### config.mk
export PLATFORM = sky130hd
export DESIGN_NAME = segmented_ones_complement_checksum_core
export DESIGN_NICKNAME = d
export VERILOG_FILES = /design/src/rtl/socc_pkg.sv /design/src/rtl/socc_front.sv /design/src/rtl/socc_queue.sv /design/src/rtl/socc_back.sv /design/src/rtl/segmented_ones_complement_checksum_core.sv
export SDC_FILE = /design/constraint.sdc
export NUM_CORES = 1
export LEC_CHECK = 0
export BUFFER_PORTS_ARGS = -buffer_cell sky130_fd_sc_hd__buf_2
export CAP_MARGIN = 20
export CORE_MARGIN = 4
export CORE_UTILIZATION = 35
export CTS_CLUSTER_DIAMETER = 200
export DETAILED_ROUTE_END_ITERATION = 8
export PLACE_DENSITY = 0.57
export SLEW_MARGIN = 20
export SYNTH_ARGS = -nofsm -noshare
export SYNTH_HDL_FRONTEND = slang
export SYNTH_HIERARCHICAL = 1
export SYNTH_SLANG_ARGS = --single-unit
### constraint.sdc
create_clock -name i_clk -period 7.3 [get_ports i_clk]
set_input_delay 0.73 -clock i_clk [delete_from_list [all_inputs] [get_ports i_clk]]
set_output_delay 0.73 -clock i_clk [all_outputs]
set_load 0.005 [all_outputs]
### src/rtl/socc_pkg.sv
// Shared types and constants for the segmented ones-complement checksum core.
// Used by every module under rtl/; depends on nothing else.
`default_nettype none

package socc_pkg;

    localparam int MAX_PACKET_BYTES_DEF = 2048;

    localparam int SIZE_W  = 12;   // segment_size register width
    localparam int CNT_W   = 11;   // segment counter width
    localparam int QDEPTH  = 4;    // front-to-back queue depth
    localparam int QAW     = 2;    // queue address width

    localparam int CFG_IDX_W = 1;
    localparam logic [CFG_IDX_W-1:0] CFG_SEG_SIZE = 1'b0;
    localparam logic [CFG_IDX_W-1:0] CFG_WHOLE    = 1'b1;

    localparam logic [7:0]  PAD_LOW    = 8'hFF;   // fills an odd final byte
    localparam logic [15:0] CHK_RESET  = 16'h0000;

    // Configuration seen by the front end
    typedef struct packed {
        logic [SIZE_W-1:0] seg_size;
        logic              whole;
    } t_cfg;

    // One classified byte, front to back
    typedef struct packed {
        logic [15:0] word;      // word to add when add is set
        logic        add;
        logic        close;     // this byte closes the segment
        logic        last;      // this byte closes the packet
        logic [15:0] expected;
    } t_item;

    // One result transaction
    typedef struct packed {
        logic [15:0]      chk;
        logic             ok;
        logic             last;
        logic [CNT_W-1:0] good;
        logic [CNT_W-1:0] total;
        logic             dropped;
    } t_result;

endpackage

`default_nettype wire

### src/rtl/socc_front.sv
// Front end: accepts payload bytes, pairs them into words and finds segment ends.
// Depends on socc_pkg.
`default_nettype none

module socc_front (
    input  logic               i_clk,
    input  logic               i_rst_n,
    input  socc_pkg::t_cfg     i_cfg,
    input  logic               i_valid,
    output logic               o_ready,
    input  logic [7:0]         i_byte,
    input  logic [15:0]        i_expected,
    input  logic               i_last,
    input  logic               i_full,
    output logic               o_push,
    output socc_pkg::t_item    o_item
);
    import socc_pkg::*;

    logic              r_phase,   n_phase;
    logic [7:0]        r_pending, n_pending;
    logic [SIZE_W-1:0] r_cnt,     n_cnt;

    logic [SIZE_W:0] eff_raw;
    logic [SIZE_W:0] eff;
    logic [SIZE_W:0] cnt_inc;
    logic            close;

    assign o_ready = ~i_full;
    assign o_push  = i_valid & ~i_full;

    // Even segment length, at least two bytes
    always_comb begin
        eff_raw = {1'b0, i_cfg.seg_size} + {{SIZE_W{1'b0}}, 1'b1};
        eff     = {eff_raw[SIZE_W:1], 1'b0};
        if (eff < (SIZE_W+1)'(2)) begin
            eff = (SIZE_W+1)'(2);
        end
        cnt_inc = {1'b0, r_cnt} + {{SIZE_W{1'b0}}, 1'b1};
        close   = i_last | (~i_cfg.whole & (cnt_inc >= eff));
    end

    // At most one word per byte: a completed pair, or a padded high byte at close
    always_comb begin
        o_item.word     = r_phase ? {r_pending, i_byte} : {i_byte, PAD_LOW};
        o_item.add      = r_phase | close;
        o_item.close    = close;
        o_item.last     = i_last;
        o_item.expected = i_expected;
    end

    always_comb begin
        n_phase   = r_phase;
        n_pending = r_pending;
        n_cnt     = r_cnt;
        if (o_push) begin
            n_phase   = close ? 1'b0 : ~r_phase;
            n_pending = r_phase ? r_pending : i_byte;
            n_cnt     = (i_cfg.whole | close) ? '0 : cnt_inc[SIZE_W-1:0];
        end
    end

    always_ff @(posedge i_clk) begin
        if (!i_rst_n) begin
            r_phase   <= 1'b0;
            r_pending <= '0;
            r_cnt     <= '0;
        end else begin
            r_phase   <= n_phase;
            r_pending <= n_pending;
            r_cnt     <= n_cnt;
        end
    end

endmodule

`default_nettype wire

### src/rtl/socc_queue.sv
// Short queue of classified bytes between the front and back ends.
// Depends on socc_pkg.
`default_nettype none

module socc_queue (
    input  logic             i_clk,
    input  logic             i_rst_n,
    input  logic             i_push,
    input  socc_pkg::t_item  i_item,
    input  logic             i_pop,
    output logic             o_full,
    output logic             o_valid,
    output socc_pkg::t_item  o_head
);
    import socc_pkg::*;

    t_item          r_mem [QDEPTH];
    logic [QAW-1:0] r_wp, n_wp;
    logic [QAW-1:0] r_rp, n_rp;
    logic [QAW:0]   r_count, n_count;

    assign o_full  = (r_count == (QAW+1)'(QDEPTH));
    assign o_valid = (r_count != '0);
    assign o_head  = r_mem[r_rp];

    always_comb begin
        n_wp    = i_push ? r_wp + 1'b1 : r_wp;
        n_rp    = i_pop  ? r_rp + 1'b1 : r_rp;
        n_count = r_count;
        if (i_push && !i_pop) begin
            n_count = r_count + 1'b1;
        end else if (!i_push && i_pop) begin
            n_count = r_count - 1'b1;
        end
    end

    always_ff @(posedge i_clk) begin
        if (i_push) begin
            r_mem[r_wp] <= i_item;
        end
    end

    always_ff @(posedge i_clk) begin
        if (!i_rst_n) begin
            r_wp    <= '0;
            r_rp    <= '0;
            r_count <= '0;
        end else begin
            r_wp    <= n_wp;
            r_rp    <= n_rp;
            r_count <= n_count;
        end
    end

    a_no_overflow: assert property (@(posedge i_clk) disable iff (!i_rst_n)
        r_count <= (QAW+1)'(QDEPTH))
        else $error("queue count above depth");

    a_pop_nonempty: assert property (@(posedge i_clk) disable iff (!i_rst_n)
        i_pop |-> r_count != '0)
        else $error("pop from empty queue");

    a_ptr_gap: assert property (@(posedge i_clk) disable iff (!i_rst_n)
        (r_count != '0 && r_count != (QAW+1)'(QDEPTH)) |-> r_wp != r_rp)
        else $error("queue pointers disagree with count");

endmodule

`default_nettype wire

### src/rtl/socc_back.sv
// Back end: end-around-carry accumulation, segment verdicts, packet counters,
// and the result register. Depends on socc_pkg.
`default_nettype none

module socc_back #(
    parameter int MAX_PACKET_BYTES = socc_pkg::MAX_PACKET_BYTES_DEF
) (
    input  logic              i_clk,
    input  logic              i_rst_n,
    input  logic              i_valid,
    input  socc_pkg::t_item   i_item,
    output logic              o_pop,
    output logic              o_out_valid,
    input  logic              i_out_ready,
    output socc_pkg::t_result o_result
);
    import socc_pkg::*;

    localparam int CountLimitI = (MAX_PACKET_BYTES / 2 < 2047) ? MAX_PACKET_BYTES / 2 : 2047;
    localparam logic [CNT_W-1:0] CountLimit = CNT_W'(CountLimitI);

    logic [15:0]      r_sum,   n_sum;
    logic [CNT_W-1:0] r_good,  n_good;
    logic [CNT_W-1:0] r_total, n_total;
    logic             r_out_valid, n_out_valid;
    t_result          r_out,   n_out;

    logic [16:0]      s17;
    logic [15:0]      sum_now;
    logic [15:0]      chk;
    logic             ok;
    logic [CNT_W-1:0] good_inc;
    logic [CNT_W-1:0] total_inc;
    logic             out_free;

    assign out_free    = ~r_out_valid | i_out_ready;
    assign o_pop       = i_valid & (~i_item.close | out_free);
    assign o_out_valid = r_out_valid;
    assign o_result    = r_out;

    always_comb begin
        s17     = {1'b0, r_sum} + {1'b0, i_item.word};
        sum_now = r_sum;
        if (i_item.add) begin
            sum_now = s17[16] ? s17[15:0] + 16'd1 : s17[15:0];
        end
        chk       = ~sum_now;
        ok        = (chk == i_item.expected);
        total_inc = (r_total < CountLimit) ? r_total + 1'b1 : r_total;
        good_inc  = (ok && r_good < CountLimit) ? r_good + 1'b1 : r_good;
    end

    always_comb begin
        n_sum       = r_sum;
        n_good      = r_good;
        n_total     = r_total;
        n_out       = r_out;
        n_out_valid = r_out_valid & ~i_out_ready;
        if (o_pop) begin
            if (i_item.close) begin
                n_sum         = CHK_RESET;
                n_good        = i_item.last ? '0 : good_inc;
                n_total       = i_item.last ? '0 : total_inc;
                n_out_valid   = 1'b1;
                n_out.chk     = chk;
                n_out.ok      = ok;
                n_out.last    = i_item.last;
                n_out.good    = i_item.last ? good_inc  : '0;
                n_out.total   = i_item.last ? total_inc : '0;
                n_out.dropped = i_item.last & (good_inc == '0);
            end else begin
                n_sum = sum_now;
            end
        end
    end

    always_ff @(posedge i_clk) begin
        r_out <= n_out;
    end

    always_ff @(posedge i_clk) begin
        if (!i_rst_n) begin
            r_sum       <= CHK_RESET;
            r_good      <= '0;
            r_total     <= '0;
            r_out_valid <= 1'b0;
        end else begin
            r_sum       <= n_sum;
            r_good      <= n_good;
            r_total     <= n_total;
            r_out_valid <= n_out_valid;
        end
    end

    a_good_le_total: assert property (@(posedge i_clk) disable iff (!i_rst_n)
        r_good <= r_total)
        else $error("good segment count above total");

    a_drop_rule: assert property (@(posedge i_clk) disable iff (!i_rst_n)
        r_out_valid |-> (r_out.dropped == (r_out.last && r_out.good == '0)))
        else $error("drop flag inconsistent with good count");

    a_mid_counts: assert property (@(posedge i_clk) disable iff (!i_rst_n)
        (r_out_valid && !r_out.last) |-> (r_out.good == '0 && r_out.total == '0))
        else $error("counts shown on a mid-packet segment");

endmodule

`default_nettype wire

### src/rtl/segmented_ones_complement_checksum_core.sv
// Segmented ones-complement checksum checker, top level.
// Path: a closing byte's transaction is written into the queue, then popped into the result
//   register that drives o_m_tvalid, once it reaches the queue head and the result register is free.
// Throughput: one payload byte per cycle while the queue has room (single back-end accumulate step).
// Reset (i_rst_n low, synchronous): sums, counters, queue and result valid cleared;
//   segment_size returns to 32 and whole_packet_mode to 0.
// Depends on socc_pkg, socc_front, socc_queue, socc_back.
`default_nettype none

module segmented_ones_complement_checksum_core #(
    parameter int MAX_PACKET_BYTES = socc_pkg::MAX_PACKET_BYTES_DEF
) (
    input  logic                            i_clk,
    input  logic                            i_rst_n,
    // configuration write port
    input  logic                            i_cfg_we,
    input  logic [socc_pkg::CFG_IDX_W-1:0]  i_cfg_index,
    input  logic [socc_pkg::SIZE_W-1:0]     i_cfg_data,
    // payload byte stream
    input  logic                            i_s_tvalid,
    output logic                            o_s_tready,
    input  logic [23:0]                     i_s_tdata,   // [7:0] data_byte, [23:8] expected_checksum
    input  logic                            i_s_tlast,   // last_of_packet
    // segment result stream
    output logic                            o_m_tvalid,
    input  logic                            i_m_tready,
    output logic [39:0]                     o_m_tdata,   // [15:0] segment_checksum, [16] segment_ok,
                                                         // [27:17] good_segments,
                                                         // [38:28] total_segments, [39] packet_dropped
    output logic                            o_m_tlast    // end_of_packet
);
    import socc_pkg::*;

    // Configuration registers; the user must write them only while the core is idle (not enforced here)
    t_cfg r_cfg;

    always_ff @(posedge i_clk) begin
        if (!i_rst_n) begin
            r_cfg.seg_size <= SIZE_W'(32);
            r_cfg.whole    <= 1'b0;
        end else if (i_cfg_we) begin
            unique case (i_cfg_index)
                CFG_SEG_SIZE: r_cfg.seg_size <= i_cfg_data;
                CFG_WHOLE:    r_cfg.whole    <= i_cfg_data[0];
                default:      r_cfg          <= r_cfg;
            endcase
        end
    end

    // Front end: pairing and segment boundary detection
    logic    q_full;
    logic    q_push;
    t_item   q_in;
    logic    q_valid;
    logic    q_pop;
    t_item   q_head;
    t_result res;

    socc_front u_front (
        .i_clk      (i_clk),
        .i_rst_n    (i_rst_n),
        .i_cfg      (r_cfg),
        .i_valid    (i_s_tvalid),
        .o_ready    (o_s_tready),
        .i_byte     (i_s_tdata[7:0]),
        .i_expected (i_s_tdata[23:8]),
        .i_last     (i_s_tlast),
        .i_full     (q_full),
        .o_push     (q_push),
        .o_item     (q_in)
    );

    // Queue decouples byte intake from result back-pressure
    socc_queue u_queue (
        .i_clk   (i_clk),
        .i_rst_n (i_rst_n),
        .i_push  (q_push),
        .i_item  (q_in),
        .i_pop   (q_pop),
        .o_full  (q_full),
        .o_valid (q_valid),
        .o_head  (q_head)
    );

    // Back end: accumulate, judge, count, hold the result
    socc_back #(
        .MAX_PACKET_BYTES (MAX_PACKET_BYTES)
    ) u_back (
        .i_clk       (i_clk),
        .i_rst_n     (i_rst_n),
        .i_valid     (q_valid),
        .i_item      (q_head),
        .o_pop       (q_pop),
        .o_out_valid (o_m_tvalid),
        .i_out_ready (i_m_tready),
        .o_result    (res)
    );

    assign o_m_tdata = {res.dropped, res.total, res.good, res.ok, res.chk};
    assign o_m_tlast = res.last;

endmodule

`default_nettype wire

# ---- Word-level counts from Yosys, hierarchy flattened
# Memory sizes are Yosys's and may differ from the RTL's. A register that Yosys moved wholly into a read port is not among the register bits.
# Cells that the tools add are included.
dict set report op_classes {
  n_addsub 10
  magnitude_cmp 4
  eq_ne 2
  muxes 19
  bitwise 18
  n_reduce_logical 12
}
# operator n
set op_table {}
lappend op_table {{16-bit two-way mux} 4}
lappend op_table {{11-bit two-way mux} 4}
lappend op_table {{12-bit by 1-bit adder with 13-bit output (second input constant)} 2}
lappend op_table {{11-bit by 1-bit adder with 11-bit output (second input constant)} 2}
lappend op_table {{11-bit less-than comparator (second input constant)} 2}
lappend op_table {{16-bit by 16-bit adder with 17-bit output} 1}
lappend op_table {{16-bit by 1-bit adder with 16-bit output (second input constant)} 1}
lappend op_table {{16-bit == test} 1}
lappend op_table {{16-bit NOT} 1}
lappend op_table {{13-bit greater-or-equal comparator} 1}
lappend op_table {{13-bit by 2-bit less-than comparator with 1-bit output (second input constant)} 1}
lappend op_table {{13-bit two-way mux} 1}
lappend op_table {{12-bit two-way mux} 1}
lappend op_table {{11-bit zero test} 1}
lappend op_table {{2-bit AND reduction} 4}
lappend op_table {{1-bit NOT} 7}
lappend op_table {{3-bit two-way mux} 2}
lappend op_table {{1-bit bitwise AND} 5}
lappend op_table {{1-bit two-way mux} 5}
lappend op_table {{1-bit OR} 5}
lappend op_table {{2-bit by 1-bit adder with 2-bit output (second input constant)} 2}
lappend op_table {{2-bit two-way mux} 2}
lappend op_table {{3-bit by 1-bit adder with 3-bit output (second input constant)} 1}
lappend op_table {{3-bit == test (second input constant)} 1}
lappend op_table {{other kinds (5)} 8}
dict set report word_totals {
  reg_bits 121
  ramBits 140
  input_bits 43
  output_inout_bits 43
  word_cells 84
  memories 1
}
# memory depth word_bits read_ports rd_clocked_by_memory_dff write_ports line
set mem_list {}
lappend mem_list {u_queue.r_mem 4 35 1 1 1 socc_queue.sv:17} ;# t_item r_mem [QDEPTH];

# ---- Longest topological paths before layout
dict set report logic_depth {
  word_depth 10
  mapped_depth 22
  depth_no_buf 17
}

# ---- By module
# Netlist, hierarchy kept.
# mod n_inst cells_per_inst area_per_inst_um2 seq_area_each_um2
set modules_own_cells {}
lappend modules_own_cells {socc_back 1 658 5734.2 2011.9}
lappend modules_own_cells {socc_queue 1 226 5549.1 4384.2}
lappend modules_own_cells {socc_front 1 231 1846.8 420.4}
lappend modules_own_cells {segmented_ones_complement_checksum_core 1 56 538.0 260.2}

# ---- Least setup slack after synthesis
# Ideal clock, no wire load.
dict set report synth_timing {
  path_type {flip-flop to flip-flop}
  from {reg with a tool-made name}
  to {reg u_back.r_out, in the netlist u_back/o_result[21], data pin}
  setup_ns 0.255
  t_arrival_ns 4.818
  required_ns 7.045
  path_slack_ns 2.228
  path_stages_with_launch 19
  path_buffers 4
  period_less_slack_ns 5.072
  path_cell_list {dfxtp_1 > buf_6 > buf_12 > mux4_2 > ha_1 > and2_4 > a221oi_4 > a211oi_2 > or3_1 > buf_2 > a211o_1 > a2111oi_2 > a2111oi_1 > a311o_1 > or4_1 > buf_2 > or3_4 > xnor2_1 > and2_1}
}
# element line
set synth_lines {}
lappend synth_lines {{to (signal assigned)} socc_back.sv:78} ;# r_out <= n_out;
lappend synth_lines {{to (decl)} socc_back.sv:26} ;# t_result r_out, n_out;

==> results.md <==
- Outcome: completed
- Cts hold-fix bufs: 0
- CTS HTree Levels: 1
- M3 GR Usage: between 2 and 3%
- Final Skew: 21.86 ps
- Crit-path max cell delay: 770 ps
- First-pass GRT wire length: 50.18 mm
- I/O pin count: 86
- Register area: ~7100 um^2
- CTS Buf Count: 29
- Worst setup SP type: register
- Number of vias per cell: 5.253
- Seq cells post-synth: 263
- RSZ-0062 raised after global routing: false
- Critical Path AT: ~6600 ps
- Mean post-synth cell area: approximately 12 um^2
- Crit path cell chain: mux4_1 -> ha_1 -> a21oi_1 -> o21ai_0 -> a21o_1 -> a221o_1 -> a31oi_1 -> xnor2_1 -> o31ai_1 -> nor4_1 -> or3b_2 -> nor2_4 -> nand2_1 -> or3_1 -> a21boi_1
- Largest net degree at the start of global routing: 83
- Cell Area, Placed: around 14000 um^2
- Drt drc: 0
- Synthesized Nets: between 1k and 1.5k
- Int Pwr: roughly 0.0038 W
- Die H: between 200 and 250 um
- GRT busiest layer: met2
- Final setup violating endpoints: 0
- Clk root buf: clkbuf_16
- Met1 Use GR: around 20%
- MaxCap Viol Count: 0
- Final period utilization: a little over four fifths
- Post-Syn Area: 13670 um^2
- Total global routing overflow: 0
- DIE WIDTH: 205.6 um
- Total track usage: around 15%
- DP Worst Slack: 1232 ps
- Drt first pass iters: 5
- Post-synth top flop: edfxtp_1
- P_leak: between 5 and 6 nW
- Initial antenna violation count: 5
- Fmax: between 150 and 200 MHz
- Area Growth Syn to Fin: 12.86%
- Post-Synthesis Cells: 1171
- Total Wirelength: about 32 mm
- Layout cells sized above 1: between 10% and 20%
- Switching Share: 38.92%
- RePlAce Congestion: a little over 0.9
- Worst-skew pair later-pin latency: ~580 ps
- Slew headroom: a little under two fifths
- Fin Hold WS: roughly 360 ps
- IO buf count: between 80 and 90
- Die ar.: about 42000 um^2
- Routed Antenna Nets: 0
- Initial Util: between 30% and 40%
- CP max FO: 20
- Fin worst setup slack: between 1000 and 1500 ps
- Peak supply drop: between 0.0002 and 0.00025 V
- Antenna cells: 0
- Cts repair resizes: 0
- Min-Delay Path Class: input pin to register
- Initial DRC Count: about 580
- Comb power frac: about 43%
- NumNets Final: approximately 1.3k
- Power Dens Cells: 403.8 nW/um^2
- Core box area: around 39000 um^2
- Worst-Margin Slew: 938.7 ps
- Setup TNS: 0 ps
- FILL cells: 3665
- CP delay by family, top: compound AO/OA/AOI/OAI gates
- Total number of vias: roughly 9.3k
- CTS sink cnt: roughly 260
- CP Class: register to register
- Number of global-route vias before repair: approximately 9k
- Library cells used by synthesis: 95
- Post-synth EDFFs: 181
- Worst Path Required: just under 8000 ps
- Syn. warnings: 6
- Worst setup EP type: register
- Clock Tree Buf Depth: 3
- WL per Instance: approximately 18 um
- Pins Over Slew Limit: 0
- Floorplan row count: between 70 and 80
- Share of power burned in the clock network: 24.3%
- Met2 global-route usage: 24.27%
- Net switching power: 0.002424 W
- Seq pwr share: roughly 33%
- Post-layout minimum cycle time: 6090 ps
- Post-synth ARST share: 0%
- Area occupied by multi-input gates: just over 6000 um^2
- Final hold vios: 0
- Critical path's slowest cell: dfxtp_2
- TritonCTS clock tree: done
- CTS clk-pin slew, worst paths: 60 ps
- Post-CTS setup buffers: 0
- Sequential fraction of the synthesis area: between 50% and 60%
- HPWL after detailed placement: about 23 mm
- Design Area, Final: around 15000 um^2
- WP buf/inv: 0
## cell families after synthesis
group,synth area share [%]
and+or+nand+nor,15.92
DFF,51.78
AOI/OAI and AO/OA,12.19
buffers and inverters,3.955
xor gates and xnor gates,4.357
muxes,8.028
adders and majority gates,3.772
## per-stage QoR
step | cells | total power, W | util, %
floorplan | 1171 | 0.003994 | -
global placement | 1719 | 0.004734 | 37.31
detailed placement | 1719 | 0.004733 | 37.31
CTS | 1773 | 0.006272 | 39.89
global route | 1773 | 0.006647 | 39.92
finish | 1773 | 0.006229 | 39.92
## power by group through the flow
stage               sequential, W  clock (W)  combinational [W]
floorplan                 0.00202          0            0.00197
global placement          0.00209          0            0.00264
detailed placement        0.00209          0            0.00264
CTS                       0.00206    0.00156            0.00265
global route              0.00208    0.00163            0.00293
finish                    0.00206    0.00151            0.00266
## final timing paths
path                     start                   to  slack [ps]  cells past startpoint
max                   register     u_back/r_good[0]        1210                     15
min              i_s_tdata[15]  u_queue/r_mem[0][7]         360                      1
max reg2reg           register     u_back/r_good[0]        1210                     15
min reg2reg  u_front/r_cnt[11]    u_front/r_cnt[11]         470                      1
## cell usage after synthesis, types with 7 or more instances
cell type / instances / area (um^2)
a21boi_0: 16 / 120.1
a21o_1: 10 / 75.07
a21oi_1: 38 / 190.2
a31oi_1: 12 / 75.07
and2_1: 51 / 319.1
and3_1: 20 / 125.1
buf_2: 7 / 35.03
buf_4: 21 / 157.7
clkbuf_1: 28 / 105.1
dfxtp_1: 82 / 1642
edfxtp_1: 181 / 5435
ha_1: 38 / 475.5
inv_1: 30 / 112.6
mux2_2: 8 / 90.09
mux2i_1: 20 / 200.2
mux4_2: 30 / 675.7
nand2_1: 111 / 416.7
nand2b_1: 11 / 68.82
nand3_1: 33 / 165.2
nand4_1: 19 / 118.9
nor2_1: 50 / 187.7
nor2b_1: 26 / 162.7
nor3_1: 10 / 50.05
nor3b_1: 7 / 52.55
nor4_1: 7 / 43.79
o211ai_1: 8 / 60.06
o21a_1: 7 / 52.55
o21ai_0: 60 / 300.3
or3_1: 15 / 93.84
xnor2_1: 42 / 367.9
xor2_1: 26 / 227.7
## registers in the layout, summed over array words and instances, names as in the netlist, named ones only
name	flops
r_cfg	13
u_back/o_out_valid	1
u_back/o_result	41
u_back/r_good	11
u_back/r_sum	16
u_back/r_total	11
u_front/r_cnt	12
u_front/r_pending	8
u_front/r_phase	1
u_queue/r_count	3
u_queue/r_mem	140
u_queue/r_rp	2
u_queue/r_wp	2
## worst reg2reg max path, stage by stage (launching register included)
cell and delay [ps]:
dfxtp_2 770, mux4_1 660, ha_1 410, a21oi_1 350, o21ai_0 250, a21o_1 310, a221o_1 390, a31oi_1 580
xnor2_1 190, o31ai_1 100, nor4_1 390, or3b_2 580, nor2_4 360, nand2_1 200, or3_1 370, a21boi_1 140
## area by class of cell
class,count,area share (%)
Sequential cell,263,45.88
Multi-Input combinational cell,809,39.32
Clock buffer,32,4.777
Tap cell,518,4.201
Timing Repair Buffer,97,3.342
Clock inverter,22,1.695
Inverter,32,0.7787
## layout by cell type (no fill, tap or decap), types with 30 or more instances in the layout
| cell type | synthesis | layout |
|---|---|---|
| dfxtp_1 | 82 | 81 |
| o21ai_0 | 60 | 60 |
| nor2_1 | 50 | 50 |
| xnor2_1 | 42 | 42 |
| nand3_1 | 33 | 33 |
| and2_1 | 51 | 51 |
| buf_2 | 7 | 85 |
| ha_1 | 38 | 38 |
| a21oi_1 | 38 | 38 |
| edfxtp_1 | 181 | 181 |
| nand2_1 | 111 | 111 |
| mux4_2 | 30 | 30 |
## per-layer routing
metal  up-vias  part of all wire (%)  wire, um
met5         -                  0.21        66
met4        10                   1.8       582
met3        44                   6.3      2014
met2       232                    47     14900
met1      4495                    45     14170
li1       4533                     -         -
Power figures use the tool's default switching activity.
